[config.mk]
export PLATFORM = sky130hd
export DESIGN_NAME = configurable_crc16_engine
export DESIGN_NICKNAME = d
export VERILOG_FILES = /design/src/rtl/crc16_pkg.sv /design/src/rtl/crc16_regs.sv /design/src/rtl/crc16_core.sv /design/src/rtl/configurable_crc16_engine.sv
export SDC_FILE = /design/constraint.sdc
export NUM_CORES = 1
export LEC_CHECK = 0
export BUFFER_PORTS_ARGS = -buffer_cell sky130_fd_sc_hd__buf_2
export CORE_UTILIZATION = 50
export CTS_BUF_LIST = sky130_fd_sc_hd__clkbuf_4
export DETAILED_ROUTE_END_ITERATION = 16
export PLACE_DENSITY = 0.78
export SETUP_SLACK_MARGIN = 0.15
export SKIP_CTS_REPAIR_TIMING = 1
export SLEW_MARGIN = 40
export SYNTH_ARGS = -nofsm -noshare
export SYNTH_HDL_FRONTEND = slang
export SYNTH_HIERARCHICAL = 1
export SYNTH_SLANG_ARGS = --single-unit
[constraint.sdc]
create_clock -name clk -period 8.4 [get_ports clk]
set_input_delay 2.1 -clock clk [delete_from_list [all_inputs] [get_ports clk]]
set_output_delay 2.1 -clock clk [all_outputs]
set_load 0.01 [all_outputs]
[src/rtl/crc16_pkg.sv]
`timescale 1ns / 1ps
`default_nettype none
// ----------------------------------------------------------------------------
// crc16_pkg
// Shared types and bit-manipulation functions for the configurable CRC-16
// engine.
// ----------------------------------------------------------------------------
package crc16_pkg;

  localparam int CrcW  = 16;
  localparam int ByteW = 8;

  // Register map, index order (byte address = 4 * index)
  typedef enum logic [2:0] {
    REG_POLYNOMIAL     = 3'd0,
    REG_INITIAL_VALUE  = 3'd1,
    REG_FINAL_XOR      = 3'd2,
    REG_REFLECT_INPUT  = 3'd3,
    REG_REFLECT_OUTPUT = 3'd4
  } reg_idx_t;

  typedef struct packed {
    logic [CrcW-1:0] polynomial;
    logic [CrcW-1:0] initial_value;
    logic [CrcW-1:0] final_xor;
    logic            reflect_input;
    logic            reflect_output;
  } cfg_t;

  // Pipeline status seen by the top level
  typedef struct packed {
    logic s1_valid;
    logic s1_last;
    logic out_valid;
  } core_stat_t;

  function automatic logic [ByteW-1:0] rev8(input logic [ByteW-1:0] b);
    logic [ByteW-1:0] v;
    v = ((b & 8'hF0) >> 4) | ((b & 8'h0F) << 4);
    v = ((v & 8'hCC) >> 2) | ((v & 8'h33) << 2);
    v = ((v & 8'hAA) >> 1) | ((v & 8'h55) << 1);
    return v;
  endfunction

  function automatic logic [CrcW-1:0] rev16(input logic [CrcW-1:0] w);
    return {rev8(w[7:0]), rev8(w[15:8])};
  endfunction

  // Fold one byte into the remainder, MSB first, eight shift/XOR steps
  function automatic logic [CrcW-1:0] crc_byte(input logic [CrcW-1:0]  rem,
                                               input logic [ByteW-1:0] data,
                                               input logic [CrcW-1:0]  poly);
    logic [CrcW-1:0] r;
    r = rem ^ {data, 8'h00};
    for (int k = 0; k < ByteW; k++) begin
      if (r[CrcW-1]) begin
        r = {r[CrcW-2:0], 1'b0} ^ poly;
      end else begin
        r = {r[CrcW-2:0], 1'b0};
      end
    end
    return r;
  endfunction

endpackage
`default_nettype wire

[src/rtl/crc16_regs.sv]
`timescale 1ns / 1ps
`default_nettype none
// ----------------------------------------------------------------------------
// crc16_regs
// APB configuration registers: polynomial, seed, final XOR, reflections.
// ----------------------------------------------------------------------------
module crc16_regs (
  input  wire logic                   clk,
  input  wire logic                   rst,
  input  wire logic                   psel,
  input  wire logic                   penable,
  input  wire logic                   pwrite,
  input  wire logic [4:0]             paddr,
  input  wire logic [31:0]            pwdata,
  output logic      [31:0]            prdata,
  output logic                        pready,
  output crc16_pkg::cfg_t             cfg
);
  import crc16_pkg::*;

  logic     wr_en;
  reg_idx_t idx;

  assign pready = 1'b1;
  assign wr_en  = psel && penable && pwrite && pready;
  assign idx    = reg_idx_t'(paddr[4:2]);

  always_ff @(posedge clk) begin
    if (rst) begin
      cfg.polynomial     <= 16'h1021;
      cfg.initial_value  <= 16'hFFFF;
      cfg.final_xor      <= 16'h0000;
      cfg.reflect_input  <= 1'b0;
      cfg.reflect_output <= 1'b0;
    end else if (wr_en) begin
      case (idx)
        REG_POLYNOMIAL:     cfg.polynomial     <= pwdata[15:0];
        REG_INITIAL_VALUE:  cfg.initial_value  <= pwdata[15:0];
        REG_FINAL_XOR:      cfg.final_xor      <= pwdata[15:0];
        REG_REFLECT_INPUT:  cfg.reflect_input  <= pwdata[0];
        REG_REFLECT_OUTPUT: cfg.reflect_output <= pwdata[0];
        default: ;
      endcase
    end
  end

  always_comb begin
    case (idx)
      REG_POLYNOMIAL:     prdata = {16'h0000, cfg.polynomial};
      REG_INITIAL_VALUE:  prdata = {16'h0000, cfg.initial_value};
      REG_FINAL_XOR:      prdata = {16'h0000, cfg.final_xor};
      REG_REFLECT_INPUT:  prdata = {31'd0, cfg.reflect_input};
      REG_REFLECT_OUTPUT: prdata = {31'd0, cfg.reflect_output};
      default:            prdata = 32'h0000_0000;
    endcase
  end

endmodule
`default_nettype wire

[src/rtl/crc16_core.sv]
`timescale 1ns / 1ps
`default_nettype none
// ----------------------------------------------------------------------------
// crc16_core
// Input register, combinational seed/fold/finalize logic, running remainder and
// result register.
// ----------------------------------------------------------------------------
module crc16_core (
  input  wire logic                  clk,
  input  wire logic                  rst,
  input  wire crc16_pkg::cfg_t       cfg,
  input  wire logic                  in_valid,
  output logic                       in_ready,
  input  wire logic [7:0]            in_data,
  input  wire logic                  in_first,
  input  wire logic                  in_last,
  input  wire logic [15:0]           in_resume,
  output logic                       out_valid,
  input  wire logic                  out_ready,
  output logic [15:0]                out_crc,
  output crc16_pkg::core_stat_t      stat
);
  import crc16_pkg::*;

  // input stage
  logic             s1_valid;
  logic [ByteW-1:0] s1_data;
  logic             s1_first;
  logic             s1_last;
  logic [CrcW-1:0]  s1_resume;

  logic [CrcW-1:0]  rem;
  logic [CrcW-1:0]  seed;
  logic [CrcW-1:0]  undone;
  logic [ByteW-1:0] data_in;
  logic [CrcW-1:0]  rem_next;
  logic [CrcW-1:0]  crc_next;
  logic             s1_adv;

  // a last byte may only leave stage 1 when the result register has room
  assign s1_adv   = s1_valid && (!s1_last || !out_valid || out_ready);
  assign in_ready = !s1_valid || s1_adv;

  always_comb begin
    undone = s1_resume ^ cfg.final_xor;
    if (s1_first) begin
      if (s1_resume != '0) begin
        seed = cfg.reflect_output ? rev16(undone) : undone;
      end else begin
        seed = cfg.initial_value;
      end
    end else begin
      seed = rem;
    end
    data_in  = cfg.reflect_input ? rev8(s1_data) : s1_data;
    rem_next = crc_byte(seed, data_in, cfg.polynomial);
    crc_next = (cfg.reflect_output ? rev16(rem_next) : rem_next) ^ cfg.final_xor;
  end

  always_ff @(posedge clk) begin
    if (rst) begin
      s1_valid  <= 1'b0;
      out_valid <= 1'b0;
      rem       <= '0;
    end else begin
      if (in_ready) begin
        s1_valid <= in_valid;
      end
      if (out_valid && out_ready) begin
        out_valid <= 1'b0;
      end
      if (s1_adv && s1_last) begin
        out_valid <= 1'b1;
      end
      if (s1_adv) begin
        rem <= rem_next;
      end
    end
  end

  always_ff @(posedge clk) begin
    if (in_valid && in_ready) begin
      s1_data   <= in_data;
      s1_first  <= in_first;
      s1_last   <= in_last;
      s1_resume <= in_resume;
    end
    if (s1_adv && s1_last) begin
      out_crc <= crc_next;
    end
  end

  assign stat.s1_valid  = s1_valid;
  assign stat.s1_last   = s1_last;
  assign stat.out_valid = out_valid;

endmodule
`default_nettype wire

[src/rtl/configurable_crc16_engine.sv]
`timescale 1ns / 1ps
`default_nettype none
// ----------------------------------------------------------------------------
// configurable_crc16_engine
// Table-free MSB-first CRC-16 over a byte stream, APB-configurable.
// ----------------------------------------------------------------------------
// Channel   Dir  Handshake             Carries
// s_axis    in   s_tvalid/s_tready     message byte, resume CRC, first, last
// m_axis    out  m_tvalid/m_tready     finished CRC, one per last byte
// apb       in   psel/penable/pready   register writes and reads
//
// One byte per cycle sustained unless a last byte waits behind an untaken result.
// A byte is held in the input register; the CRC of a last byte then goes to the
// result register. The running remainder feeds back combinationally (seed, 8 folds).
// rst clears the remainder and both valid flags and loads register defaults.
// A stalled result blocks only once another last byte waits behind it.
// ----------------------------------------------------------------------------
module configurable_crc16_engine (
  input  wire logic        clk,
  input  wire logic        rst,
  input  wire logic        s_tvalid,
  output logic             s_tready,
  input  wire logic [23:0] s_tdata,   // [7:0] data_byte, [23:8] resume_crc
  input  wire logic        s_tuser,   // [0] first_byte
  input  wire logic        s_tlast,   // last_byte
  output logic             m_tvalid,
  input  wire logic        m_tready,
  output logic [15:0]      m_tdata,   // [15:0] crc_value
  input  wire logic        psel,
  input  wire logic        penable,
  input  wire logic        pwrite,
  input  wire logic [4:0]  paddr,
  input  wire logic [31:0] pwdata,
  output logic [31:0]      prdata,
  output logic             pready
);
  import crc16_pkg::*;

  cfg_t       cfg;
  core_stat_t stat;

  crc16_regs u_regs (
    .clk     (clk),
    .rst     (rst),
    .psel    (psel),
    .penable (penable),
    .pwrite  (pwrite),
    .paddr   (paddr),
    .pwdata  (pwdata),
    .prdata  (prdata),
    .pready  (pready),
    .cfg     (cfg)
  );

  crc16_core u_core (
    .clk       (clk),
    .rst       (rst),
    .cfg       (cfg),
    .in_valid  (s_tvalid),
    .in_ready  (s_tready),
    .in_data   (s_tdata[7:0]),
    .in_first  (s_tuser),
    .in_last   (s_tlast),
    .in_resume (s_tdata[23:8]),
    .out_valid (m_tvalid),
    .out_ready (m_tready),
    .out_crc   (m_tdata),
    .stat      (stat)
  );

  // backpressure only from a last byte stuck behind an untaken result
  a_stall_cause: assert property (@(posedge clk) disable iff (rst)
    !s_tready |-> (stat.s1_valid && stat.s1_last && m_tvalid && !m_tready))
    else $error("input stalled without a pending result");

  // a new result only follows a last byte leaving the input register
  a_result_origin: assert property (@(posedge clk) disable iff (rst)
    $rose(m_tvalid) |-> $past(stat.s1_valid && stat.s1_last))
    else $error("result produced without a last byte");

  a_poly_write: assert property (@(posedge clk) disable iff (rst)
    (psel && penable && pwrite && pready && paddr[4:2] == REG_POLYNOMIAL)
    |=> cfg.polynomial == $past(pwdata[15:0]))
    else $error("polynomial register not updated");

endmodule
`default_nettype wire
==> run_results.csv <==
group,metric,value,unit
outcome,status,"finished, final reports clean",
grt,grt.overflow.total,0,
timing,clock.fmax,0.145,GHz
clock_tree,cts_sinks,110,
power_and_ir_drop,leakagePower,0.00366,uW
clock_tree,cts_made_buffers,9,
setup_path,crit_buf_inv,0,
grt,track_usage,27.1,%
layout,final_cell_mix,"nor2_1, nand2_1, buf_2, mux2i_1, dfxtp_1",
power_and_ir_drop,p_per_area,149,nW/um^2
setup_path,end_kind,"flip-flop",
clock_tree,htreeDepth,3,
die,dieHeight,134,um
grt,grt_pass1_wl,38.3,mm
clock_tree,clkTransAtPathRegs,180,ps
timing,setup_viol,0,
route,first_iter_violations,933,
route,detail_route.wl_per_cell,19.3,um
die,ios,121,
setup_path,critical-path-top-delay-family,"compound AO/OA/AOI/OAI gates",
worst_hold_path,hold_class,"flip-flop to flip-flop",
synth,ys_warn_count,6,
synth,synthCells,1021,
setup_path,start_kind,"flip-flop",
timing,finClkSkew,29.2,ps
setup_path,crit_path_top_delay_cell,"xnor3_2",
placed_design,place_ws,1680,ps
die,start_util,50.9,%
timing,finalCritPeriodShare,82.4,%
timing,hold_viol_final,0,
setup_path,slowest_delay,820,ps
route,vias,7963,
grt,grt_util_met1,35.2,%
setup_path,crit_chain,"nor4_2 -> nand4_4 -> mux2i_4 -> o211a_4 -> nor2_2 -> a221oi_1 -> a211o_1 -> o311ai_1 -> o211ai_1 -> a32oi_4 -> xor2_1 -> mux2_2 -> xnor3_2 -> a21oi_1 -> o211a_1 -> nor4_1",
grt,use_met3,3.02,%
timing,slew_violations,0,
placed_design,globalplace.congestion,0.932,
clock_tree,insertion_delay,500,ps
grt,grt_pass1_vias,7191,
job,drv_cap,0,
layout,drive_above_1_share,14.7,%
timing,finalCriticalPeriod,6920,ps
setup_path,crit_fanout,31,
timing,slew_headroom,45.2,%
timing,tightest_slew,822,ps
clock_tree,cts_buffer_depth,2,
synth,syn-mean-instance-area,8.57,um^2
route,detail-route-antenna-nets,0,
timing,rsz0062_at_grt,"false",
die,core_area,17200,um^2
layout,final_common_cell,"nor2_1",
setup_path,critPathRequiredTime,8630,ps
synth,syn_area,8750,um^2
die,die_x,134,um
timing,worst_slack,1480,ps
route,drt_first_pass_iters,5,
grt,use_met2,44.7,%
route,vias_per_cell,6.25,
layout,antennaDiodeCount,0,
grt,grt_most_used_layer,"met2",
power_and_ir_drop,ir_drop,0.124,mV
placed_design,dp.final_hpwl,17.5,mm
grt,grt_max_degree,99,
placed_design,io_buffers,85,
layout,syn_to_final_growth,6.05,%
timing,tns,0,ps
setup_path,arrival,7150,ps
die,placementRows,48,
route,wl,24.5,mm
clock_tree,tritoncts,"yes",
layout,nets,1114,
clock_tree,clock-root-buffer,"clkbuf_4",
setup_path,path_class,"flip-flop to flip-flop",
route,drc,0,
grt,grt_antenna_before_repair,0,
die,die_area,18000,um^2
worst paths after layout:
path | end | slack (ps) | startpoint | depth (start not counted)
worst min register to register | u_core/rem[11] | 470 | u_core/rem[11] | 2
worst max register to register | u_core/out_crc[1] | 1480 | u_core/s1_resume[5] | 16
worst min-delay path | u_core/rem[11] | 470 | u_core/rem[11] | 2
worst max-delay path | u_core/out_crc[1] | 1480 | u_core/s1_resume[5] | 16
worst reg2reg max path, stage by stage, from the launching register on:
cell	delay (ps)
edfxtp_1	490
nor4_2	500
nand4_4	440
mux2i_4	380
o211a_4	290
nor2_2	560
a221oi_1	250
a211o_1	480
o311ai_1	280
o211ai_1	170
a32oi_4	390
xor2_1	220
mux2_2	370
xnor3_2	820
a21oi_1	270
o211a_1	260
nor4_1	490
registers in the layout, indices dropped and copies added (netlist names), 8 cells and up:
register and count:
u_regs/cfg 50, u_core/out_crc 16, u_core/s1_resume 16, u_core/s1_data 8, u_core/rem 16
routing by layer:
layer,up-vias,part of all wire (%)
li1,3740,-
met1,3767,42
met2,388,47
met3,68,7.1
met4,0,4.3
met5,-,0
area by class of cell:
| class | count | area [um^2] |
|---|---|---|
| Clock buffer | 10 | 75.1 |
| Sequential cell | 110 | 2620 |
| Tap cell | 225 | 282 |
| Fill cell | 1613 | 7900 |
| Clock inverter | 6 | 76.3 |
| Inverter | 19 | 71.3 |
| Timing Repair Buffer | 95 | 512 |
| Multi-Input combinational cell | 809 | 5640 |
stage by stage:
| stage | hold WS [ps] | total power [uW] | std cells | util [%] | instance area, um^2 |
|---|---|---|---|---|---|
| 6_report | 467 | 1380 | 1274 | 54.0 | 9280 |
| 4_1_cts | 467 | 1370 | 1274 | 54.0 | 9280 |
| 2_1_floorplan | 433 | 983 | 1036 | - | 8810 |
| 3_3_place_gp | 439 | 1070 | 1257 | 52.9 | 9090 |
| 5_1_grt | 493 | 1440 | 1274 | 54.0 | 9280 |
| 3_5_place_dp | 447 | 1090 | 1258 | 53.1 | 9120 |
where the power goes:
group / leakage (uW) / internal [uW] / switching (uW) / total, uW
clock network: 0.0000854 / 100 / 191 / 291
logic: 0.00263 / 193 / 295 / 487
registers: 0.000953 / 584 / 17.2 / 601
total: 0.00366 / 877 / 503 / 1380
Note: power is estimated with default switching activity, not from simulation.
